## config.mk

```make
export PLATFORM = sky130hd
export DESIGN_NAME = flying_wing_elevon_mixer_unit
export DESIGN_NICKNAME = d
export VERILOG_FILES = /design/src/rtl/elm_pkg.sv /design/src/rtl/elm_cfg.sv /design/src/rtl/elm_front.sv /design/src/rtl/elm_back.sv /design/src/rtl/flying_wing_elevon_mixer_unit.sv
export SDC_FILE = /design/constraint.sdc
export NUM_CORES = 2
export LEC_CHECK = 0
export BUFFER_PORTS_ARGS = -buffer_cell sky130_fd_sc_hd__clkbuf_2
export CORE_MARGIN = 5
export CORE_UTILIZATION = 35
export CTS_CLUSTER_DIAMETER = 100
export DETAILED_ROUTE_END_ITERATION = 16
export PLACE_DENSITY = 0.48
export SLEW_MARGIN = 20
export SYNTH_ARGS = -nofsm -noshare
export SYNTH_HDL_FRONTEND = slang
export SYNTH_SLANG_ARGS = --single-unit
```

## constraint.sdc

```tcl
create_clock -name i_clk -period 14.81 [get_ports i_clk]
set_input_delay 0.7405 -clock i_clk [delete_from_list [all_inputs] [get_ports i_clk]]
set_output_delay 0.7405 -clock i_clk [all_outputs]
set_load 0.05 [all_outputs]
```

## src/rtl/elm_pkg.sv

```systemverilog
// shared types, constants and divide helpers for the elevon mixer
package elm_pkg;

    localparam int unsigned RAW_W      = 11;
    localparam int unsigned ANGLE_W    = 8;
    localparam int unsigned PULSE_W    = 12;
    localparam int unsigned IDX_W      = 3;
    localparam int unsigned SERVO_MAG_W = 19;
    localparam int unsigned THR_MAG_W   = 21;
    localparam int unsigned SERVO_Q_W   = 9;
    localparam int unsigned THR_Q_W     = 11;

    localparam int unsigned RC_LOW     = 172;
    localparam int unsigned RC_HIGH    = 1810;
    localparam int unsigned RC_SPAN    = RC_HIGH - RC_LOW;
    localparam int unsigned PULSE_LOW  = 1000;
    localparam int unsigned PULSE_HIGH = 2000;
    localparam int unsigned PULSE_SPAN = PULSE_HIGH - PULSE_LOW;

    // reciprocal of the receiver span, exact for the operand widths below
    localparam int unsigned SERVO_SHIFT = 30;
    localparam int unsigned THR_SHIFT   = 32;
    localparam longint unsigned SERVO_RECIP =
        ((64'd1 << SERVO_SHIFT) + RC_SPAN - 1) / RC_SPAN;
    localparam longint unsigned THR_RECIP =
        ((64'd1 << THR_SHIFT) + RC_SPAN - 1) / RC_SPAN;

    localparam logic [RAW_W-1:0]   ARM_THRESHOLD_RST = 11'd1000;
    localparam logic [ANGLE_W-1:0] MIN_ANGLE_RST     = 8'd20;
    localparam logic [ANGLE_W-1:0] MAX_ANGLE_RST     = 8'd55;

    typedef enum logic [IDX_W-1:0] {
        REG_ARM_THRESHOLD = 3'd0,
        REG_LEFT_MIN      = 3'd1,
        REG_LEFT_MAX      = 3'd2,
        REG_RIGHT_MIN     = 3'd3,
        REG_RIGHT_MAX     = 3'd4
    } t_reg_idx;

    typedef struct packed {
        logic [RAW_W-1:0]   arm_threshold;
        logic [ANGLE_W-1:0] left_min;
        logic [ANGLE_W-1:0] left_max;
        logic [ANGLE_W-1:0] right_min;
        logic [ANGLE_W-1:0] right_max;
    } t_cfg;

    typedef struct packed {
        logic [RAW_W-1:0] arm;
        logic [RAW_W-1:0] thr;
        logic [RAW_W-1:0] roll;
        logic [RAW_W-1:0] pitch;
        logic             failsafe;
    } t_frame;

    typedef struct packed {
        logic                   neg;
        logic [SERVO_MAG_W-1:0] mag;
    } t_term;

    typedef struct packed {
        t_term roll;
        t_term pitch;
    } t_servo_prod;

    typedef struct packed {
        logic                 run;
        logic                 failsafe;
        logic                 thr_neg;
        logic [THR_MAG_W-1:0] thr_mag;
        t_servo_prod          left;
        t_servo_prod          right;
    } t_front;

    function automatic logic [SERVO_Q_W-1:0] div_servo(input logic [SERVO_MAG_W-1:0] mag);
        logic [SERVO_MAG_W+20-1:0] prod;
        prod = {20'd0, mag} * (SERVO_MAG_W+20)'(SERVO_RECIP);
        return prod[SERVO_MAG_W+20-1:SERVO_SHIFT];
    endfunction

    function automatic logic [THR_Q_W-1:0] div_thr(input logic [THR_MAG_W-1:0] mag);
        logic [THR_MAG_W+22-1:0] prod;
        prod = {22'd0, mag} * (THR_MAG_W+22)'(THR_RECIP);
        return prod[THR_MAG_W+22-1:THR_SHIFT];
    endfunction

endpackage

```

## src/rtl/elm_cfg.sv

```systemverilog
// configuration register file
module elm_cfg (
    input  logic                       i_clk,
    input  logic                       i_rst_n,
    input  logic                       i_cfg_valid,
    output logic                       o_cfg_ready,
    input  logic [elm_pkg::IDX_W-1:0]  i_cfg_index,
    input  logic [elm_pkg::RAW_W-1:0]  i_cfg_data,
    output elm_pkg::t_cfg              o_cfg
);
    import elm_pkg::*;

    t_cfg r_cfg;
    t_cfg n_cfg;

    assign o_cfg_ready = 1'b1;
    assign o_cfg       = r_cfg;

    always_comb begin
        n_cfg = r_cfg;
        if (i_cfg_valid) begin
            case (i_cfg_index)
                REG_ARM_THRESHOLD: n_cfg.arm_threshold = i_cfg_data;
                REG_LEFT_MIN:      n_cfg.left_min  = i_cfg_data[ANGLE_W-1:0];
                REG_LEFT_MAX:      n_cfg.left_max  = i_cfg_data[ANGLE_W-1:0];
                REG_RIGHT_MIN:     n_cfg.right_min = i_cfg_data[ANGLE_W-1:0];
                REG_RIGHT_MAX:     n_cfg.right_max = i_cfg_data[ANGLE_W-1:0];
                default:           n_cfg = r_cfg;
            endcase
        end
    end

    always_ff @(posedge i_clk) begin
        if (!i_rst_n) begin
            r_cfg.arm_threshold <= ARM_THRESHOLD_RST;
            r_cfg.left_min      <= MIN_ANGLE_RST;
            r_cfg.left_max      <= MAX_ANGLE_RST;
            r_cfg.right_min     <= MIN_ANGLE_RST;
            r_cfg.right_max     <= MAX_ANGLE_RST;
        end else begin
            r_cfg <= n_cfg;
        end
    end

endmodule

```

## src/rtl/elm_front.sv

```systemverilog
// first stage: arm decision, offsets and span products
module elm_front (
    input  logic            i_clk,
    input  logic            i_rst_n,
    input  logic            i_valid,
    input  elm_pkg::t_frame i_frame,
    input  elm_pkg::t_cfg   i_cfg,
    output logic            o_valid,
    output elm_pkg::t_front o_front
);
    import elm_pkg::*;

    function automatic t_term scaled(input logic signed [RAW_W:0] d,
                                     input logic signed [ANGLE_W:0] span);
        logic [RAW_W-1:0]   d_mag;
        logic [ANGLE_W-1:0] s_mag;
        logic [RAW_W:0]     d_neg_v;
        logic [ANGLE_W:0]   s_neg_v;
        t_term              t;
        d_neg_v = -d;
        s_neg_v = -span;
        d_mag   = d[RAW_W] ? d_neg_v[RAW_W-1:0] : d[RAW_W-1:0];
        s_mag   = span[ANGLE_W] ? s_neg_v[ANGLE_W-1:0] : span[ANGLE_W-1:0];
        t.neg   = d[RAW_W] ^ span[ANGLE_W];
        t.mag   = SERVO_MAG_W'(d_mag) * SERVO_MAG_W'(s_mag);
        return t;
    endfunction

    logic signed [RAW_W:0]   thr_d;
    logic signed [RAW_W:0]   roll_d;
    logic signed [RAW_W:0]   pitch_d;
    logic signed [RAW_W:0]   pitch_rev_d;
    logic signed [RAW_W:0]   thr_neg_v;
    logic [RAW_W-1:0]        thr_mag;
    logic signed [ANGLE_W:0] span_l;
    logic signed [ANGLE_W:0] span_r;
    t_front                  n_front;
    t_front                  r_front;
    logic                    r_valid;

    always_comb begin
        thr_d       = {1'b0, i_frame.thr}   - (RAW_W+1)'(RC_LOW);
        roll_d      = {1'b0, i_frame.roll}  - (RAW_W+1)'(RC_LOW);
        pitch_d     = {1'b0, i_frame.pitch} - (RAW_W+1)'(RC_LOW);
        pitch_rev_d = (RAW_W+1)'(RC_HIGH)   - {1'b0, i_frame.pitch};
        thr_neg_v   = -thr_d;
        thr_mag     = thr_d[RAW_W] ? thr_neg_v[RAW_W-1:0] : thr_d[RAW_W-1:0];
        span_l      = {1'b0, i_cfg.left_max}  - {1'b0, i_cfg.left_min};
        span_r      = {1'b0, i_cfg.right_max} - {1'b0, i_cfg.right_min};

        n_front.run         = (i_frame.arm > i_cfg.arm_threshold) && !i_frame.failsafe;
        n_front.failsafe    = i_frame.failsafe;
        n_front.thr_neg     = thr_d[RAW_W];
        n_front.thr_mag     = THR_MAG_W'(thr_mag) * THR_MAG_W'(PULSE_SPAN);
        n_front.left.roll   = scaled(roll_d, span_l);
        n_front.left.pitch  = scaled(pitch_d, span_l);
        n_front.right.roll  = scaled(roll_d, span_r);
        n_front.right.pitch = scaled(pitch_rev_d, span_r);
    end

    always_ff @(posedge i_clk) begin
        if (!i_rst_n) begin
            r_valid <= 1'b0;
        end else begin
            r_valid <= i_valid;
        end
    end

    always_ff @(posedge i_clk) begin
        r_front <= n_front;
    end

    assign o_valid = r_valid;
    assign o_front = r_front;

endmodule

```

## src/rtl/elm_back.sv

```systemverilog
// second stage: span division, mixing, clamping and result register
module elm_back (
    input  logic                          i_clk,
    input  logic                          i_rst_n,
    input  logic                          i_valid,
    input  elm_pkg::t_front               i_front,
    input  elm_pkg::t_cfg                 i_cfg,
    output logic                          o_valid,
    output logic [elm_pkg::PULSE_W-1:0]   o_motor_pulse,
    output logic                          o_motor_disable,
    output logic [elm_pkg::ANGLE_W-1:0]   o_left_angle,
    output logic [elm_pkg::ANGLE_W-1:0]   o_right_angle,
    output logic                          o_link_led
);
    import elm_pkg::*;

    function automatic logic [ANGLE_W-1:0] centre(input logic [ANGLE_W-1:0] mn,
                                                 input logic [ANGLE_W-1:0] mx);
        logic [ANGLE_W:0] s;
        s = {1'b0, mn} + {1'b0, mx};
        return s[ANGLE_W:1];
    endfunction

    function automatic logic [ANGLE_W-1:0] mix(input t_servo_prod sp,
                                              input logic [ANGLE_W-1:0] mn,
                                              input logic [ANGLE_W-1:0] mx);
        logic [SERVO_Q_W-1:0]   qr;
        logic [SERVO_Q_W-1:0]   qp;
        logic signed [PULSE_W-1:0] r;
        logic signed [PULSE_W-1:0] p;
        logic signed [PULSE_W-1:0] v;
        logic signed [PULSE_W-1:0] lo;
        logic signed [PULSE_W-1:0] hi;
        logic signed [PULSE_W-1:0] c;
        qr = div_servo(sp.roll.mag);
        qp = div_servo(sp.pitch.mag);
        lo = {{(PULSE_W-ANGLE_W){1'b0}}, mn};
        hi = {{(PULSE_W-ANGLE_W){1'b0}}, mx};
        c  = {{(PULSE_W-ANGLE_W){1'b0}}, centre(mn, mx)};
        r  = {{(PULSE_W-SERVO_Q_W){1'b0}}, qr};
        p  = {{(PULSE_W-SERVO_Q_W){1'b0}}, qp};
        if (sp.roll.neg) begin
            r = -r;
        end
        if (sp.pitch.neg) begin
            p = -p;
        end
        v = r + lo + p + lo - c;
        if (v < lo) begin
            v = lo;
        end
        if (v > hi) begin
            v = hi;
        end
        return v[ANGLE_W-1:0];
    endfunction

    logic [THR_Q_W-1:0]  thr_q;
    logic                r_valid;
    logic [PULSE_W-1:0]  r_pulse;
    logic                r_disable;
    logic [ANGLE_W-1:0]  r_left;
    logic [ANGLE_W-1:0]  r_right;
    logic                r_led;
    logic [PULSE_W-1:0]  n_pulse;
    logic                n_disable;
    logic [ANGLE_W-1:0]  n_left;
    logic [ANGLE_W-1:0]  n_right;

    always_comb begin
        thr_q = div_thr(i_front.thr_mag);
        if (i_front.run) begin
            n_pulse   = i_front.thr_neg
                      ? PULSE_W'(PULSE_LOW) - {1'b0, thr_q}
                      : PULSE_W'(PULSE_LOW) + {1'b0, thr_q};
            n_disable = 1'b0;
            n_left    = mix(i_front.left, i_cfg.left_min, i_cfg.left_max);
            n_right   = mix(i_front.right, i_cfg.right_min, i_cfg.right_max);
        end else begin
            n_pulse   = PULSE_W'(PULSE_LOW);
            n_disable = 1'b1;
            n_left    = centre(i_cfg.left_min, i_cfg.left_max);
            n_right   = centre(i_cfg.right_min, i_cfg.right_max);
        end
    end

    always_ff @(posedge i_clk) begin
        if (!i_rst_n) begin
            r_valid <= 1'b0;
        end else begin
            r_valid <= i_valid;
        end
    end

    always_ff @(posedge i_clk) begin
        r_pulse   <= n_pulse;
        r_disable <= n_disable;
        r_left    <= n_left;
        r_right   <= n_right;
        r_led     <= !i_front.failsafe;
    end

    assign o_valid         = r_valid;
    assign o_motor_pulse   = r_pulse;
    assign o_motor_disable = r_disable;
    assign o_left_angle    = r_left;
    assign o_right_angle   = r_right;
    assign o_link_led      = r_led;

endmodule

```

## src/rtl/flying_wing_elevon_mixer_unit.sv

```systemverilog
// top level of the flying wing elevon mixer
//
//  channel   | signals                                  | transfer when
//  ----------+------------------------------------------+------------------------------
//  frame in  | start, busy, i_arm_value .. i_failsafe_  | start high, busy low
//  result    | o_result_valid, o_motor_pulse .. o_link_ | o_result_valid high
//  config    | i_cfg_valid, o_cfg_ready, i_cfg_index/.. | i_cfg_valid and o_cfg_ready
//
// a frame is taken every cycle; busy stays low
// its result reaches the outputs through the input register, the
// product stage, then the divide/mix/clamp stage into the result register
// o_result_valid is a one cycle strobe; the receiver cannot stall
// synchronous active low reset restores the register defaults and clears the pipe
module flying_wing_elevon_mixer_unit (
    input  logic                          i_clk,
    input  logic                          i_rst_n,
    input  logic                          start,
    output logic                          busy,
    input  logic [elm_pkg::RAW_W-1:0]     i_arm_value,
    input  logic [elm_pkg::RAW_W-1:0]     i_throttle_value,
    input  logic [elm_pkg::RAW_W-1:0]     i_roll_value,
    input  logic [elm_pkg::RAW_W-1:0]     i_pitch_value,
    input  logic                          i_failsafe_active,
    output logic                          o_result_valid,
    output logic [elm_pkg::PULSE_W-1:0]   o_motor_pulse,
    output logic                          o_motor_disable,
    output logic [elm_pkg::ANGLE_W-1:0]   o_left_angle,
    output logic [elm_pkg::ANGLE_W-1:0]   o_right_angle,
    output logic                          o_link_led,
    input  logic                          i_cfg_valid,
    output logic                          o_cfg_ready,
    input  logic [elm_pkg::IDX_W-1:0]     i_cfg_index,
    input  logic [elm_pkg::RAW_W-1:0]     i_cfg_data
);
    import elm_pkg::*;

    t_cfg   cfg;
    t_frame r_frame;
    logic   r_in_valid;
    logic   front_valid;
    t_front front;

    assign busy = 1'b0;

    always_ff @(posedge i_clk) begin
        if (!i_rst_n) begin
            r_in_valid <= 1'b0;
        end else begin
            r_in_valid <= start && !busy;
        end
    end

    always_ff @(posedge i_clk) begin
        if (start && !busy) begin
            r_frame.arm      <= i_arm_value;
            r_frame.thr      <= i_throttle_value;
            r_frame.roll     <= i_roll_value;
            r_frame.pitch    <= i_pitch_value;
            r_frame.failsafe <= i_failsafe_active;
        end
    end

    elm_cfg u_cfg (
        .i_clk       (i_clk),
        .i_rst_n     (i_rst_n),
        .i_cfg_valid (i_cfg_valid),
        .o_cfg_ready (o_cfg_ready),
        .i_cfg_index (i_cfg_index),
        .i_cfg_data  (i_cfg_data),
        .o_cfg       (cfg)
    );

    elm_front u_front (
        .i_clk   (i_clk),
        .i_rst_n (i_rst_n),
        .i_valid (r_in_valid),
        .i_frame (r_frame),
        .i_cfg   (cfg),
        .o_valid (front_valid),
        .o_front (front)
    );

    elm_back u_back (
        .i_clk           (i_clk),
        .i_rst_n         (i_rst_n),
        .i_valid         (front_valid),
        .i_front         (front),
        .i_cfg           (cfg),
        .o_valid         (o_result_valid),
        .o_motor_pulse   (o_motor_pulse),
        .o_motor_disable (o_motor_disable),
        .o_left_angle    (o_left_angle),
        .o_right_angle   (o_right_angle),
        .o_link_led      (o_link_led)
    );

endmodule
```

==> summary.txt <==
Floorplanning
  • Full die area: 118,000 um2
  • Initial Utilization: 35.3%
  • Core footprint: 111,000 um2
  • IO Pins: 96
  • Row Count: 122
  • Die height: 344 um
  • Die W: 344 um

Worst setup path
  • CP Launch Type: flop
  • CP delay by family, top: adder cells
  • Crit Path Category: reg2reg
  • CP bufs+invs: 1
  • Most frequent CP cell: ha_1
  • Critical path's slowest cell: ha_1
  • Max incr delay on CP: 0.58 ns
  • Worst path required time: between 15 and 20 ns
  • CP arrival: 12.09 ns
  • Worst-path maximum fanout: 10
  • CP endpoint kind: flop

Synth
  • EDFF count, synth: 45
  • Mapped Avg Cell Area: approximately 9.1 um2
  • Top-count cell post-synth: ha_1
  • Synth warnings: 0
  • Cell variety after synth: 94
  • Yosys top cell area share: between 20 and 30%
  • Gate Count Post-Synth: 4,305
  • Seq cells post-synth: 222
  • Synth top cells by count: ha_1, inv_1, fa_1
  • Area leader, netlist: ha_1
  • Ys flop type: dfxtp_1
  • Post-synth ARST share: 0%
  • Largest cells by area after synthesis: ha_1, fa_1, dfxtp_1
  • Sequential share of the synthesized area: 12.5%
  • Netlist Area Pre-Place: 39,000 um2
  • Syn_nets: between 5k and 6k

Outcome
  • Status: complete, no violations

Finish
  • Area grow syn2layout: 8.86%
  • Final instance area: 42,500 um2
  • Area of the multi-input gates: 30,700 um2
  • Reg area: 4900 um2
  • Final nets: 5,780
  • # diodes: 0
  • Filler Cell Count: between 10k and 15k
  • Fraction of layout instances using a drive strength above 1: 5.63%

STA
  • WHS: roughly 0.34 ns
  • Hold Vio Cnt, Final: 0
  • Slew Limit Fails: 0
  • Clock Skews: just over 0.02 ns
  • Worst slew pin tran: 1.04 ns
  • Achievable Freq: 0.0856 GHz
  • Final worst-path cycle share: 78.9%
  • RSZ-0062 raised after global routing: no
  • Setup TNS Final: 0 ns
  • Final min period: 11.68 ns
  • Max_slew headroom: 30.1%
  • Final-report setup violation count: 0

Routing
  • 1st-iter DRT viols: 1,253
  • Vias/cell: around 4.8
  • ANT nets after route: 0
  • Drt wl/cell: about 16 um
  • Uppermost layer routed: met5
  • Pre-antenna DRT Iters: 7
  • DR vias: approximately 28k
  • Routed wire length: 96,100 um
  • Drt drc: 0
  • DRT met1 WL: around 47,000 um
  • Met3 wire len: 3310 um
  • Routed length on met2: 43,600 um

Placed design
  • Detail Placement HPWL: 81,900 um
  • GPL Wtd Cong: roughly 0.83
  • DP Area: 41,400 um2
  • PortBufs: 93

Clock tree
  • H-Tree Depth: 2
  • CTS Buffer Depth: 3
  • Setup bufs post-CTS: 0
  • CTS tree: done
  • Clock sink count: 222
  • Hold_buf cts: 0
  • Resize count post-CTS: 0
  • Clk_lat worst skew: 0.57 ns
  • Clock buffer count from CTS: 34
  • CTS Root Cell: clkbuf_16
  • Clock-pin slew on the worst setup and hold paths: about 0.060 ns

Global route
  • GRT Total Usage: between 10% and 20%
  • First-pass GRT wire length: 157,000 um
  • Initial antenna violation count: 3
  • Grt ovf: 0
  • Vias in the first global route: 29.3k
  • Pin count of the biggest net entering global routing: 47

Run
  • Max Cap Violations: 0

Worst hold path
  • Hold Crit Class: in2reg
-- worst reg2reg max path: cells and delay by family, from the launching register on --
family	cells	cell delay, ns
muxes	2	0.62
DFF	1	0.47
buffers and inverters	1	0.07
AOI/OAI and AO/OA	15	2.69
xor gates and xnor gates	4	0.58
and+or+nand+nor	11	2.11
adders and majority gates	13	4.96
-- path summary, 6_finish.rpt --
kind | depth (start not counted) | slack [ns] | start | to
hold / removal | 1 | 0.34 | i_arm_value[7] | r_frame[41]$_DFFE_PP_
setup reg to reg | 46 | 3.13 | u_front.o_front[12]$_DFF_P_ | u_back.o_right_angle[4]$_DFF_P_
hold reg to reg | 1 | 0.35 | u_front.o_front[102]$_DFF_P_ | u_back.o_link_led$_DFF_P_
setup / recovery | 46 | 3.13 | u_front.o_front[12]$_DFF_P_ | u_back.o_right_angle[4]$_DFF_P_
-- per-layer routing --
layer	vias to the layer above	track usage, %
li1	14297	-
met5	-	0
met3	84	2.02
met1	13527	23.5
met2	349	27.5
met4	4	3.34
-- metrics by stage --
step | std cells | setup slack, ns | util [%]
after floorplan | 4305 | 4.01 | -
after global placement | 5848 | 3.29 | 37.4
final | 5910 | 3.13 | 38.4
after detailed placement | 5848 | 3.15 | 37.4
after global routing | 5910 | 2.24 | 38.4
after CTS | 5910 | 3.08 | 38.4
-- registers in the layout, summed over array words and instances (netlist names) --
signal,count
u_front.o_valid,1
u_back.o_right_angle,8
u_back.o_valid,1
u_back.o_motor_pulse,12
u_back.o_left_angle,8
u_back.o_motor_disable,1
r_in_valid,1
u_back.o_link_led,1
r_frame,45
u_front.o_front,101
u_cfg.o_cfg,43
-- logic make-up (layout without fill, tap and decap cells) --
group           after synthesis  in the layout  synth area share, %
fa+ha+maj                  1321           1321                 50.3
simple gates                977            977                 11.4
buf+inv                     908           1025                 8.78
compound gates              578            578                 10.1
xor+xnor                    249            249                 5.59
flops                       222            222                 12.5
mux                          48             48                 1.32
other cells                   2              2               0.0192
-- cells in the final DEF, fill, tap and decap left out, types with 51 or more instances in the layout --
cell,n
nand2b_1,57
o21ai_0,95
a21oi_1,151
clkbuf_2,93
nand2_1,333
xnor2_1,168
xor2_1,78
fa_1,415
ha_1,906
nor2_1,308
dfxtp_1,176
inv_1,835
and2_1,51
-- cell type report --
| class | count | share of cell area (%) |
|---|---|---|
| multi-input combinational | 3175 | 72.3 |
| sequential | 222 | 11.5 |
| inverter | 835 | 7.38 |
| tap | 1488 | 4.38 |
| clock buffer | 41 | 2.09 |
| timing repair buffer | 128 | 1.71 |
| clock inverter | 21 | 0.577 |
Power is not shown: default switching activity piles up to over one toggle a cycle in this logic, so the estimate is an artifact.
